`src/rtl/core/hhl_pkg.sv`:
```
`timescale 1ns / 1ps
`default_nettype none
// ----------------------------------------------------------------------------
// hhl_pkg
// Shared constants, types and command/status structs for the Huber hinge
// loss gradient block.
// ----------------------------------------------------------------------------
package hhl_pkg;

  // fixed point format of prediction and gradient
  localparam int FRAC_BITS   = 16;
  localparam int VALUE_WIDTH = 24;

  // register and result widths
  localparam int HW_W       = 23;
  localparam int RECIP_W    = 31;
  localparam int LOSS_W     = 47;
  localparam int CFG_IDX_W  = 2;
  localparam int CFG_DATA_W = 32;

  // datapath widths
  localparam int M_W        = VALUE_WIDTH + 2;
  localparam int CMP_W      = ((M_W > HW_W + 2) ? M_W : HW_W + 2) + 1;
  localparam int T_W        = HW_W + 1;
  localparam int PROD_W     = T_W + RECIP_W;
  localparam int Q_W        = 39;
  localparam int Q_LO_W     = 20;
  localparam int Q_HI_W     = Q_W - Q_LO_W;
  localparam int LO_PROD_W  = T_W + Q_LO_W;
  localparam int HI_PROD_W  = T_W + Q_HI_W;
  localparam int FULL_W     = T_W + Q_W;

  // reset values of the configuration registers
  localparam logic [HW_W-1:0]    HW_RESET    = HW_W'(655);
  localparam logic [RECIP_W-1:0] RECIP_RESET = RECIP_W'(3276800);

  localparam logic [LOSS_W-1:0] LOSS_MAX = {LOSS_W{1'b1}};
  localparam logic [Q_W-1:0]    Q_CAP    = {Q_W{1'b1}};

  // configuration register indexes
  typedef enum logic [CFG_IDX_W-1:0] {
    CFG_HALF_WIDTH      = 2'd0,
    CFG_RECIP_TWO_WIDTH = 2'd1
  } hhl_cfg_idx_t;

  // margin region of one example
  typedef enum logic [1:0] {
    REG_FLAT   = 2'b00,
    REG_LINEAR = 2'b01,
    REG_QUAD   = 2'b10
  } hhl_region_t;

  // controller to datapath commands
  typedef struct packed {
    logic ld_in;
    logic ld_region;
    logic mul_q;
    logic mul_lo;
    logic mul_hi;
    logic ld_sum;
    logic finish;
  } hhl_cmd_t;

  // datapath to controller status
  typedef struct packed {
    logic quad;
    logic out_free;
  } hhl_sts_t;

endpackage : hhl_pkg
`default_nettype wire

```
`src/rtl/core/hhl_if.sv`:
```
`timescale 1ns / 1ps
`default_nettype none
// ----------------------------------------------------------------------------
// hhl_if
// Valid/ready channel interfaces: example input, result output and
// configuration write.
// ----------------------------------------------------------------------------

// example channel
interface hhl_in_if;
  import hhl_pkg::*;
  logic                          valid;
  logic                          ready;
  logic signed [VALUE_WIDTH-1:0] prediction;
  logic                          label_positive;
  logic                          last_example;

  modport source (output valid, prediction, label_positive, last_example, input ready);
  modport sink   (input valid, prediction, label_positive, last_example, output ready);
endinterface : hhl_in_if

// result channel
interface hhl_out_if;
  import hhl_pkg::*;
  logic                          valid;
  logic                          ready;
  logic signed [VALUE_WIDTH-1:0] gradient;
  logic        [LOSS_W-1:0]      loss_total;
  logic                          batch_done;

  modport source (output valid, gradient, loss_total, batch_done, input ready);
  modport sink   (input valid, gradient, loss_total, batch_done, output ready);
endinterface : hhl_out_if

// configuration write channel
interface hhl_cfg_if;
  import hhl_pkg::*;
  logic                  valid;
  logic                  ready;
  logic [CFG_IDX_W-1:0]  index;
  logic [CFG_DATA_W-1:0] data;

  modport source (output valid, index, data, input ready);
  modport sink   (input valid, index, data, output ready);
endinterface : hhl_cfg_if
`default_nettype wire

```
`src/rtl/core/hhl_datapath.sv`:
```
`timescale 1ns / 1ps
`default_nettype none
// ----------------------------------------------------------------------------
// hhl_datapath
// Margin, region test, shared multiplier, loss accumulator, configuration
// registers and the output register.
// ----------------------------------------------------------------------------
module hhl_datapath import hhl_pkg::*; (
  input  logic                          clk,
  input  logic                          rst_n,
  input  hhl_cmd_t                      cmd,
  output hhl_sts_t                      sts,
  input  logic signed [VALUE_WIDTH-1:0] in_prediction,
  input  logic                          in_label_positive,
  input  logic                          in_last_example,
  hhl_cfg_if.sink                       cfg_chan,
  hhl_out_if.source                     out_chan
);

  localparam logic signed [M_W-1:0] ONE_M = M_W'(1) << FRAC_BITS;
  localparam logic [VALUE_WIDTH-1:0] ONE_G = VALUE_WIDTH'(1) << FRAC_BITS;
  localparam logic [Q_W-1:0] NEG_MAG = Q_W'(1) << (VALUE_WIDTH - 1);
  localparam logic [Q_W-1:0] POS_MAG = Q_W'({(VALUE_WIDTH - 1){1'b1}});

  logic [HW_W-1:0]              hw_r;
  logic [RECIP_W-1:0]           recip_r;
  logic signed [M_W-1:0]        v_r;
  logic signed [M_W-1:0]        v_nxt;
  logic signed [M_W-1:0]        f_ext;
  logic                         ypos_r;
  logic                         last_r;
  hhl_region_t                  region_r;
  hhl_region_t                  region_nxt;
  logic signed [CMP_W-1:0]      v_c;
  logic signed [CMP_W-1:0]      h_c;
  logic signed [CMP_W-1:0]      t_c;
  logic                         is_lin;
  logic                         is_flat;
  logic [T_W-1:0]               t_r;
  logic [RECIP_W-1:0]           b_op;
  logic [PROD_W-1:0]            prod_r;
  logic [PROD_W-1:0]            q_full;
  logic [Q_W-1:0]               q_c;
  logic [Q_W-1:0]               q_r;
  logic [LO_PROD_W-1:0]         lo_r;
  logic [FULL_W-1:0]            full_c;
  logic [FULL_W-1:0]            term_full;
  logic [LOSS_W-1:0]            term_r;
  logic [LOSS_W-1:0]            acc_r;
  logic [LOSS_W-1:0]            acc_nxt;
  logic [LOSS_W:0]              sum_c;
  logic [LOSS_W-1:0]            sum_sat;
  logic [Q_W-1:0]               mag_c;
  logic [VALUE_WIDTH-1:0]       grad_c;
  logic                         out_valid_r;
  logic signed [VALUE_WIDTH-1:0] out_grad_r;
  logic [LOSS_W-1:0]            out_loss_r;
  logic                         out_done_r;

  // configuration registers, unknown indexes are dropped
  assign cfg_chan.ready = 1'b1;

  always_ff @(posedge clk) begin
    if (!rst_n) begin
      hw_r    <= HW_RESET;
      recip_r <= RECIP_RESET;
    end else if (cfg_chan.valid && cfg_chan.ready) begin
      case (hhl_cfg_idx_t'(cfg_chan.index))
        CFG_HALF_WIDTH:      hw_r    <= cfg_chan.data[HW_W-1:0];
        CFG_RECIP_TWO_WIDTH: recip_r <= cfg_chan.data[RECIP_W-1:0];
        default: ;
      endcase
    end
  end

  // margin v = 1 - y*f
  always_comb begin
    f_ext = M_W'(in_prediction);
    v_nxt = in_label_positive ? (ONE_M - f_ext) : (ONE_M + f_ext);
  end

  always_ff @(posedge clk) begin
    if (cmd.ld_in) begin
      v_r    <= v_nxt;
      ypos_r <= in_label_positive;
      last_r <= in_last_example;
    end
  end

  // region test and t = v + h
  always_comb begin
    v_c     = CMP_W'(v_r);
    h_c     = signed'(CMP_W'(hw_r));
    t_c     = v_c + h_c;
    is_lin  = v_c > h_c;
    is_flat = v_c < -h_c;
    if (is_lin) begin
      region_nxt = REG_LINEAR;
    end else if (is_flat) begin
      region_nxt = REG_FLAT;
    end else begin
      region_nxt = REG_QUAD;
    end
  end

  assign sts.quad     = !is_lin && !is_flat;
  assign sts.out_free = !out_valid_r || out_chan.ready;

  // quotient q = (t * recip) >> FRAC_BITS, capped
  always_comb begin
    q_full = prod_r >> FRAC_BITS;
    q_c    = (q_full > PROD_W'(Q_CAP)) ? Q_CAP : q_full[Q_W-1:0];
  end

  // shared multiplier operand select
  always_comb begin
    b_op = recip_r;
    if (cmd.mul_lo) begin
      b_op = RECIP_W'(q_c[Q_LO_W-1:0]);
    end else if (cmd.mul_hi) begin
      b_op = RECIP_W'(q_r[Q_W-1:Q_LO_W]);
    end
  end

  // loss term (t * q) >> (FRAC_BITS + 1) from two partial products
  always_comb begin
    full_c    = (FULL_W'(prod_r[HI_PROD_W-1:0]) << Q_LO_W) + FULL_W'(lo_r);
    term_full = full_c >> (FRAC_BITS + 1);
  end

  always_ff @(posedge clk) begin
    if (cmd.ld_region) begin
      region_r <= region_nxt;
      t_r      <= t_c[T_W-1:0];
      term_r   <= is_lin ? LOSS_W'($unsigned(v_r)) : '0;
    end else if (cmd.ld_sum) begin
      term_r   <= (term_full > FULL_W'(LOSS_MAX)) ? LOSS_MAX : term_full[LOSS_W-1:0];
    end
    if (cmd.mul_q || cmd.mul_lo || cmd.mul_hi) begin
      prod_r <= PROD_W'(t_r) * PROD_W'(b_op);
    end
    if (cmd.mul_lo) begin
      q_r <= q_c;
    end
    if (cmd.mul_hi) begin
      lo_r <= prod_r[LO_PROD_W-1:0];
    end
  end

  // saturating accumulate
  always_comb begin
    sum_c   = {1'b0, acc_r} + {1'b0, term_r};
    sum_sat = sum_c[LOSS_W] ? LOSS_MAX : sum_c[LOSS_W-1:0];
    acc_nxt = last_r ? '0 : sum_sat;
  end

  // gradient by region, saturated to the signed value range
  always_comb begin
    mag_c  = '0;
    grad_c = '0;
    case (region_r)
      REG_FLAT: begin
        grad_c = '0;
      end
      REG_LINEAR: begin
        grad_c = ypos_r ? -ONE_G : ONE_G;
      end
      REG_QUAD: begin
        if (ypos_r) begin
          mag_c  = (q_r > NEG_MAG) ? NEG_MAG : q_r;
          grad_c = -mag_c[VALUE_WIDTH-1:0];
        end else begin
          mag_c  = (q_r > POS_MAG) ? POS_MAG : q_r;
          grad_c = mag_c[VALUE_WIDTH-1:0];
        end
      end
      default: begin
        grad_c = '0;
      end
    endcase
  end

  // accumulator and output register
  always_ff @(posedge clk) begin
    if (!rst_n) begin
      acc_r       <= '0;
      out_valid_r <= 1'b0;
    end else if (cmd.finish) begin
      acc_r       <= acc_nxt;
      out_valid_r <= 1'b1;
    end else if (out_chan.ready) begin
      out_valid_r <= 1'b0;
    end
  end

  always_ff @(posedge clk) begin
    if (cmd.finish) begin
      out_grad_r <= signed'(grad_c);
      out_loss_r <= last_r ? sum_sat : '0;
      out_done_r <= last_r;
    end
  end

  assign out_chan.valid      = out_valid_r;
  assign out_chan.gradient   = out_grad_r;
  assign out_chan.loss_total = out_loss_r;
  assign out_chan.batch_done = out_done_r;

endmodule : hhl_datapath
`default_nettype wire

```
`src/rtl/core/hhl_ctrl.sv`:
```
`timescale 1ns / 1ps
`default_nettype none
// ----------------------------------------------------------------------------
// hhl_ctrl
// Sequencer that steps one example through margin, region test, the three
// multiplier passes (quadratic region only) and the accumulate.
// ----------------------------------------------------------------------------
module hhl_ctrl import hhl_pkg::*; (
  input  logic     clk,
  input  logic     rst_n,
  input  logic     in_valid,
  output logic     in_ready,
  input  hhl_sts_t sts,
  output hhl_cmd_t cmd
);

  typedef enum logic [6:0] {
    ST_IDLE   = 7'b0000001,
    ST_REGION = 7'b0000010,
    ST_MUL_Q  = 7'b0000100,
    ST_MUL_LO = 7'b0001000,
    ST_MUL_HI = 7'b0010000,
    ST_SUM    = 7'b0100000,
    ST_ACC    = 7'b1000000
  } hhl_state_t;

  hhl_state_t state_r;
  hhl_state_t state_nxt;

  // state register
  always_ff @(posedge clk) begin
    if (!rst_n) begin
      state_r <= ST_IDLE;
    end else begin
      state_r <= state_nxt;
    end
  end

  assign in_ready = (state_r == ST_IDLE);

  // next state and commands
  always_comb begin
    state_nxt = state_r;
    cmd       = '0;
    case (state_r)
      ST_IDLE: begin
        if (in_valid) begin
          cmd.ld_in = 1'b1;
          state_nxt = ST_REGION;
        end
      end
      ST_REGION: begin
        cmd.ld_region = 1'b1;
        state_nxt     = sts.quad ? ST_MUL_Q : ST_ACC;
      end
      ST_MUL_Q: begin
        cmd.mul_q = 1'b1;
        state_nxt = ST_MUL_LO;
      end
      ST_MUL_LO: begin
        cmd.mul_lo = 1'b1;
        state_nxt  = ST_MUL_HI;
      end
      ST_MUL_HI: begin
        cmd.mul_hi = 1'b1;
        state_nxt  = ST_SUM;
      end
      ST_SUM: begin
        cmd.ld_sum = 1'b1;
        state_nxt  = ST_ACC;
      end
      ST_ACC: begin
        if (sts.out_free) begin
          cmd.finish = 1'b1;
          state_nxt  = ST_IDLE;
        end
      end
      default: begin
        state_nxt = ST_IDLE;
      end
    endcase
  end

endmodule : hhl_ctrl
`default_nettype wire

```
`src/rtl/core/huber_hinge_loss_grad.sv`:
```
`timescale 1ns / 1ps
`default_nettype none
// ----------------------------------------------------------------------------
// huber_hinge_loss_grad
// Huber-smoothed hinge loss: per-example gradient and batch loss sum.
// ----------------------------------------------------------------------------
// Usage:
//   in_chan takes one example per transaction (prediction, label, last flag).
//   out_chan returns one result per example: the gradient, and on the last
//   example of a batch the saturated loss sum with batch_done set (the sum
//   is then cleared). cfg_chan writes half_width (index 0) and
//   recip_two_width (index 1) and is always ready; write it only while idle.
// Sequence (a new example is accepted only once the last one is done):
//   flat and linear region: accept, region test, accumulate. Quadratic
//   region: accept, region test, three multiplier passes, sum, accumulate.
//   One shared 24x31 multiplier runs three passes per quadratic example
//   (quotient, then the loss product in two halves).
// Reset: synchronous rst_n clears the sequencer, the loss sum and the
//   output valid, and loads h = 655 and 1/(2h) = 3276800.
// Stall: a finished result waits in the output register while the next
//   example is accepted and processed; that one holds before its
//   accumulate step until the output register is taken.
// ----------------------------------------------------------------------------
module huber_hinge_loss_grad import hhl_pkg::*; (
  input  logic      clk,
  input  logic      rst_n,
  hhl_in_if.sink    in_chan,
  hhl_out_if.source out_chan,
  hhl_cfg_if.sink   cfg_chan
);

  hhl_cmd_t cmd;
  hhl_sts_t sts;
  logic     in_ready;

  assign in_chan.ready = in_ready;

  // sequencer
  hhl_ctrl u_ctrl (
    .clk      (clk),
    .rst_n    (rst_n),
    .in_valid (in_chan.valid),
    .in_ready (in_ready),
    .sts      (sts),
    .cmd      (cmd)
  );

  // arithmetic and storage
  hhl_datapath u_datapath (
    .clk               (clk),
    .rst_n             (rst_n),
    .cmd               (cmd),
    .sts               (sts),
    .in_prediction     (in_chan.prediction),
    .in_label_positive (in_chan.label_positive),
    .in_last_example   (in_chan.last_example),
    .cfg_chan          (cfg_chan),
    .out_chan          (out_chan)
  );

endmodule : huber_hinge_loss_grad
`default_nettype wire

```
`src/flat_wrapper.sv`:
```
// flat-port wrapper written by rule: the top's interface ports become plain ports
module huber_hinge_loss_grad_flat import hhl_pkg::*;
  (clk, rst_n, in_chan_valid, in_chan_prediction, in_chan_label_positive, in_chan_last_example, in_chan_ready, out_chan_valid, out_chan_gradient, out_chan_loss_total, out_chan_batch_done, out_chan_ready, cfg_chan_valid, cfg_chan_index, cfg_chan_data, cfg_chan_ready);
  hhl_in_if in_chan_i ();
  hhl_out_if out_chan_i ();
  hhl_cfg_if cfg_chan_i ();
  input  logic clk;
  input  logic rst_n;
  input wire logic [$bits(in_chan_i.valid)-1:0] in_chan_valid;
  input wire logic [$bits(in_chan_i.prediction)-1:0] in_chan_prediction;
  input wire logic [$bits(in_chan_i.label_positive)-1:0] in_chan_label_positive;
  input wire logic [$bits(in_chan_i.last_example)-1:0] in_chan_last_example;
  output wire logic [$bits(in_chan_i.ready)-1:0] in_chan_ready;
  output wire logic [$bits(out_chan_i.valid)-1:0] out_chan_valid;
  output wire logic [$bits(out_chan_i.gradient)-1:0] out_chan_gradient;
  output wire logic [$bits(out_chan_i.loss_total)-1:0] out_chan_loss_total;
  output wire logic [$bits(out_chan_i.batch_done)-1:0] out_chan_batch_done;
  input wire logic [$bits(out_chan_i.ready)-1:0] out_chan_ready;
  input wire logic [$bits(cfg_chan_i.valid)-1:0] cfg_chan_valid;
  input wire logic [$bits(cfg_chan_i.index)-1:0] cfg_chan_index;
  input wire logic [$bits(cfg_chan_i.data)-1:0] cfg_chan_data;
  output wire logic [$bits(cfg_chan_i.ready)-1:0] cfg_chan_ready;
  assign in_chan_i.valid = in_chan_valid;
  assign in_chan_i.prediction = in_chan_prediction;
  assign in_chan_i.label_positive = in_chan_label_positive;
  assign in_chan_i.last_example = in_chan_last_example;
  assign in_chan_ready = in_chan_i.ready;
  assign out_chan_valid = out_chan_i.valid;
  assign out_chan_gradient = out_chan_i.gradient;
  assign out_chan_loss_total = out_chan_i.loss_total;
  assign out_chan_batch_done = out_chan_i.batch_done;
  assign out_chan_i.ready = out_chan_ready;
  assign cfg_chan_i.valid = cfg_chan_valid;
  assign cfg_chan_i.index = cfg_chan_index;
  assign cfg_chan_i.data = cfg_chan_data;
  assign cfg_chan_ready = cfg_chan_i.ready;
  huber_hinge_loss_grad u_core (.clk(clk), .rst_n(rst_n), .in_chan(in_chan_i), .out_chan(out_chan_i), .cfg_chan(cfg_chan_i));
endmodule
```
`config.mk`:
```
export PLATFORM = sky130hd
export DESIGN_NAME = huber_hinge_loss_grad_flat
export DESIGN_NICKNAME = d
export VERILOG_FILES = /design/src/rtl/core/hhl_pkg.sv /design/src/rtl/core/hhl_if.sv /design/src/rtl/core/hhl_datapath.sv /design/src/rtl/core/hhl_ctrl.sv /design/src/rtl/core/huber_hinge_loss_grad.sv /design/src/flat_wrapper.sv
export SDC_FILE = /design/constraint.sdc
export NUM_CORES = 2
export LEC_CHECK = 0
export BUFFER_PORTS_ARGS = -buffer_cell sky130_fd_sc_hd__clkbuf_2
export CORE_MARGIN = 2
export CORE_UTILIZATION = 52
export CTS_CLUSTER_SIZE = 24
export DETAILED_ROUTE_END_ITERATION = 8
export PLACE_DENSITY = 0.78
export SKIP_CTS_REPAIR_TIMING = 1
export SYNTH_ARGS = -nofsm -noshare
export SYNTH_HDL_FRONTEND = slang
export SYNTH_SLANG_ARGS = --single-unit
```
`constraint.sdc`:
```
create_clock -name clk -period 11.2 [get_ports clk]
set_input_delay 0.56 -clock clk [delete_from_list [all_inputs] [get_ports clk]]
set_output_delay 0.56 -clock clk [all_outputs]
set_load 0.05 [all_outputs]
```
Yosys cells after proc, flatten, opt, wreduce, memory -nomap -nowiden
Index checks and enable logic that the tools add are counted.
- order comparisons: 6
- mux-type cells: 31
- $add $sub $neg: 7
- $mul: 1
- equality and inequality tests: 12
- reduce and logical (&&, ||, !) cells: 13
- operator list (operator ; count):
    two-way mux 47 bit ; 5
    two-way mux 24 bit ; 4
    adder 63 x 44 -> 63 bit ; 1
    two-way mux 31 bit ; 2
    multiplier 24 x 31 -> 55 bit ; 1
    two-way mux 26 bit ; 2
    one-hot mux 7 bit (7 select lines) ; 1
    adder 47 x 47 -> 48 bit ; 1
    one-hot mux 24 bit (2 select lines) ; 1
    greater-than comparator 46 x 47 -> 1 bit, second input constant ; 1
    greater-than comparator 39 x 23 -> 1 bit, second input constant ; 1
    greater-than comparator 39 x 24 -> 1 bit, second input constant ; 1
    greater-than comparator 39 bit, second input constant ; 1
    less-than comparator 26 x 27 -> 1 bit ; 1
    negator 23 -> 27 bit ; 1
    greater-than comparator 26 x 24 -> 1 bit ; 1
    adder 18 x 24 -> 25 bit, first input constant ; 1
    subtractor 18 x 24 -> 25 bit, first input constant ; 1
    adder 24 bit ; 1
    negator 24 bit ; 1
    two-way mux 7 bit ; 3
    two-way mux 20 bit ; 1
    two-way mux 1 bit ; 11
    equality test 7 x 1 -> 1 bit, second input constant ; 1
    17 further kinds ; 25
- bits of input ports: 65
- output and inout bits: 75
- register bits after elaboration: 420

Longest topological paths before layout
- depth after elaboration: 6
- mapped depth: 32
- depth with buffers taken out: 30

Cells and area by module
Synthesis repeated with hierarchy kept, for this count alone.
- cells, all modules: 4976
- area total of the unflattened synthesis: 46154.3 sq um
- modules (own cells, without submodules) (module ; instances ; cells an instance ; area an instance (sq um)):
    hhl_datapath ; 1 ; 4927 ; 45717.6
    hhl_ctrl ; 1 ; 49 ; 436.7

Least setup slack after synthesis
No wires, ideal clock.
- kind: reg2reg
- start: register u_core.u_ctrl.state_r[2]
- end: register u_core.u_datapath.prod_r[43], data pin
- data required time: 10.929 ns
- clock period less this slack: 10.356 ns
- arrival time: 10.085 ns
- cell stages (with the launch flop): 32
- setup slack: 0.844 ns
- cell sequence: dfxtp_1 > or3_1 > or3_1 > nor3_1 > nor2_1 > clkbuf_1 > and2_1 > clkbuf_1 > nand2_1 > fa_1 > inv_1 > fa_1 > inv_1 > fa_1 > fa_1 > inv_1 > fa_1 > fa_1 > inv_1 > fa_1 > inv_1 > ha_1 > a21o_1 > a211oi_2 > o211ai_1 > a41oi_1 > o22a_1 > o41ai_4 > and3_1 > a21o_1 > a2111oi_1 > nor3b_2
- word-level cells in the longest chain between the ends: 5
- elaborated cells between the ends (all ways): 7
- those cells by class: mul: 1; eq/ne: 2; mux: 4
- ends and longest elaborated chain (what ; line ; text):
    start, declared ; hhl_ctrl.sv:27 ; hhl_state_t state_r;
    start signal, assigned ; hhl_ctrl.sv:35 ; state_r <= state_nxt;
    equality test 7 x 5 -> 1 bit ; hhl_ctrl.sv:45 ; case (state_r)
    two-way mux 1 bit ; hhl_ctrl.sv:45 ;
    two-way mux 31 bit ; hhl_datapath.sv:120 ; end else if (cmd.mul_hi) begin
    two-way mux 31 bit (*) ; hhl_datapath.sv:118 ; if (cmd.mul_lo) begin
    multiplier 24 x 31 -> 55 bit (*) ; hhl_datapath.sv:140 ; prod_r <= PROD_W'(t_r) * PROD_W'(b_op);
    end signal, assigned ; hhl_datapath.sv:140 ;
    end, declared ; hhl_datapath.sv:41 ; logic [PROD_W-1:0] prod_r;
Mark *: on every way between the ends. The rest lies on a longest branch, timed or not.
A chain may end at the register's enable or synchronous reset.

Final worst setup path
- start: register u_core.u_ctrl.state_r[0]
- end: register u_core.u_datapath.prod_r[43], data pin
Same word-level chain as after synthesis.

==> impl_metrics.tcl <==
set metrics [dict create \
    cts-buffers-inserted 42 \
    p_leak_nw 23.4 \
    seq_area_frac_synth_pct 23.6 \
    clk_latency_ns 0.60 \
    htreeDepth 2 \
    cp-start-kind "flop" \
    viasPerCell 5.80 \
    period_minus_slack_ns 10.10 \
    fmax_mhz 99.0 \
    synth_area_per_cell_um2 9.21 \
    drc 0 \
    syn-instance-count 5033 \
    syn_nets 6068 \
    clkSinkCount 401 \
    p_per_area_nw_per_um2 128 \
    synth-async-reset-ratio_pct 0 \
    totalPowerFinal_mw 6.34 \
    fin_skew_ns 0.0234 \
    whs_path_depth 1 \
    max-slew-margin-rel_pct 18.8 \
    nets 6043 \
    hold-path-endpoint "u_core.u_datapath.last_r" \
    syn_to_final_growth_pct 7.05 \
    place_hpwl_mm 98.6 \
    grt_usage_pct 28.8 \
    path_class "flop to flop" \
    cp_top_family "adder cells" \
    hp-start "in_chan_last_example" \
    worstSetupEndpointType "flop" \
    min_period_over_period_pct 90.2 \
    r2r_slack_ns 1.10 \
    min-delay-path-class "input pin to flop" \
    rr_endpoint "u_core.u_datapath.prod_r[43]" \
    worst-path-buf-inv 4 \
    die_h_um 303 \
    core_um2 88400 \
    tritoncts "yes" \
    status "complete, no violations" \
    vias 35976 \
    final_core_util_pct 56.2 \
    synth_seq_cells 401 \
    reg2regPathDepth 28 \
    crit_fanout 48 \
    grt_pass1_wl_mm 203 \
    grt_max_degree 68 \
    die_x_um 303 \
    setup_violations 0 \
    routabilityCongestion 1.01 \
    dieArea_um2 91600 \
    start_util_pct 52.5 \
    grt.overflow.total 0 \
    grt_pass1_vias 36613 \
    synth_edf_count 292 \
    ys_warn_count 0 \
    yosysTopAreaCellShare_pct 27.6 \
    crit_path_max_incr_delay_ns 0.55 \
    arrival_ns 10.42 \
    cts-root-buf "clkbuf_16" \
    synthTopCellsByArea "fa_1 28%, edfxtp_1 19%, ha_1 8.9%" \
    r2r-start "u_core.u_ctrl.state_r[0]" \
    drtPass1Iterations 6 \
    fin_cells 6208 \
    wl_per_cell_um 20.9 \
    drtIter0Drc 3186 \
    antenna_found_initial 6 \
    worst_pin_slew_ns 1.22 \
    ant_nets 0 \
    clk_pin_slew_ns 0.06 \
    layout-drive-gt1-share_pct 6.80 \
    synth_largest_area_cell "fa_1" \
    finalSetupTns_ns 0 \
    slew_viol_final 0 \
    peakVddDrop_mv 0.196 \
    crit_path_top_delay_cell "fa_1" \
    grt_setup_unrepaired "false" \
    synth_area_um2 46400 \
    clockBufferDepth 3 \
    io_pins 140 \
    dp_cells 6129 \
    cap_violations 0 \
    cp.depth 28 \
    hold_viol 0 \
    ys_types 92 \
    portBuffers 137 \
    ys.flop_type "edfxtp_1" \
    crit_required_ns 11.52 \
    drt-total-wl_mm 130 \
    cpMostUsedCell "fa_1" \
    rows 109 \
]
-- metal layers --
layer / track usage [%] / wire length, µm / vias up
met1: 36.2 / 49200 / 17700
met3: 7.08 / 13300 / 431
met4: 14.7 / 7610 / 4
met5: 0 / 29 / -
met2: 46.6 / 59700 / 1727
li1: - / - / 16114
-- cell usage in the layout (no fill, tap or decap), drive strengths merged, types with 11 or more instances in the layout --
cell type,instances
a21o,74
a21oi,224
nor3b,13
buf,83
nor2,198
nor3,50
nand4,31
o211ai,28
nand3,57
or4,11
ha,331
o21ai,202
xor2,58
a211oi,25
and3,129
edfxtp,292
clkinv,14
a31oi,23
dfxtp,109
o21bai,27
nand2,681
xnor2,121
mux2i,19
o31ai,19
inv,821
fa,639
or3,27
nor2b,59
clkbuf,190
nand2b,23
nor4,18
and2,296
o21a,20
-- layout make-up --
type                            instances  area, µm²
Fill cell                            7639      38800
Multi-Input combinational cell       3525      31300
Sequential cell                       401      11000
Inverter                              818       3070
Tap cell                             1165       1460
Timing Repair Buffer                  220       1310
Clock buffer                           53       1170
Clock inverter                         24        339
Antenna cell                            2       5.00
-- through the flow --
stage | worst slack [ns] | cell area, µm² | hold slack, ns
after detailed placement | 1.29 | 48100 | 0.448
final | 1.10 | 49600 | 0.139
after floorplan | 0.844 | 46400 | 0.424
after CTS | 1.24 | 49600 | 0.118
after global placement | 1.47 | 48100 | 0.442
after global routing | 0.611 | 49600 | 0.119
-- worst register-to-register path, delay by kind of cell (launching register included) --
kind | cells | cell delay [ns]
buf+inv | 4 | 1.11
compound gates | 9 | 2.63
flops | 1 | 0.36
fa+ha+maj | 8 | 4.08
simple gates | 7 | 1.66
-- flip-flops by register name (all words and copies together), names as in the netlist --
| name | cells |
|---|---|
| u_core.u_datapath.out_chan.batch_done | 1 |
| u_core.u_datapath.q_r | 39 |
| u_core.u_datapath.t_r | 24 |
| u_core.u_datapath.recip_r | 31 |
| u_core.u_datapath.ypos_r | 1 |
| u_core.u_datapath.v_r | 25 |
| u_core.u_datapath.out_chan.gradient | 24 |
| u_core.u_datapath.hw_r | 23 |
| u_core.u_datapath.term_r | 46 |
| u_core.u_datapath.out_chan.valid | 1 |
| u_core.u_datapath.out_chan.loss_total | 47 |
| u_core.u_ctrl.state_r | 7 |
| u_core.u_datapath.lo_r | 27 |
| u_core.u_datapath.acc_r | 47 |
| u_core.u_datapath.last_r | 1 |
| u_core.u_datapath.region_r | 2 |
| u_core.u_datapath.prod_r | 55 |
-- cells by family after synthesis --
logic type	Yosys count	synth area share [%]
AO/OA/AOI/OAI	738	10.0
XOR/XNOR	179	3.38
adder cells (fa/ha/maj)	970	36.5
buffers and inverters	1107	9.00
flip-flops	401	23.6
multiplexers	20	0.443
other	1	0.00809
AND/OR/NAND/NOR	1617	17.0
-- synth_stat cells (27+ instances only) --
cell	n
or3_1	27
nor2_1	197
o211ai_1	27
and3_1	129
nor2b_1	59
edfxtp_1	292
nand2_1	681
fa_1	639
inv_1	816
a21oi_1	224
dfxtp_1	109
nand4_1	31
clkbuf_1	277
o21bai_1	27
xnor2_1	121
nor3_1	50
and2_1	296
ha_1	331
nand3_1	57
xor2_1	58
a21o_1	74
o21ai_0	194
-- where the power goes --
part | switching (mW) | internal (mW)
clock | 0.638 | 0.915
combinational | 1.89 | 1.12
sequential | 0.0528 | 1.73
-- worst max-delay path by stage --
| stage | startpoint | end | slack (ns) |
|---|---|---|---|
| final | u_core.u_ctrl.state_r[0] | u_core.u_datapath.prod_r[43] | 1.10 |
| after global routing | u_core.u_ctrl.state_r[0] | u_core.u_datapath.prod_r[43] | 0.61 |
| after CTS | u_core.u_ctrl.state_r[0] | u_core.u_datapath.prod_r[43] | 1.24 |
| after detailed placement | u_core.u_ctrl.state_r[0] | u_core.u_datapath.prod_r[43] | 1.29 |
| after global placement | u_core.u_ctrl.state_r[0] | u_core.u_datapath.prod_r[53] | 1.47 |
| after floorplan | u_core.u_ctrl.state_r[2] | u_core.u_datapath.prod_r[43] | 0.84 |
No activity file was read; power rests on OpenSTA's default activity.
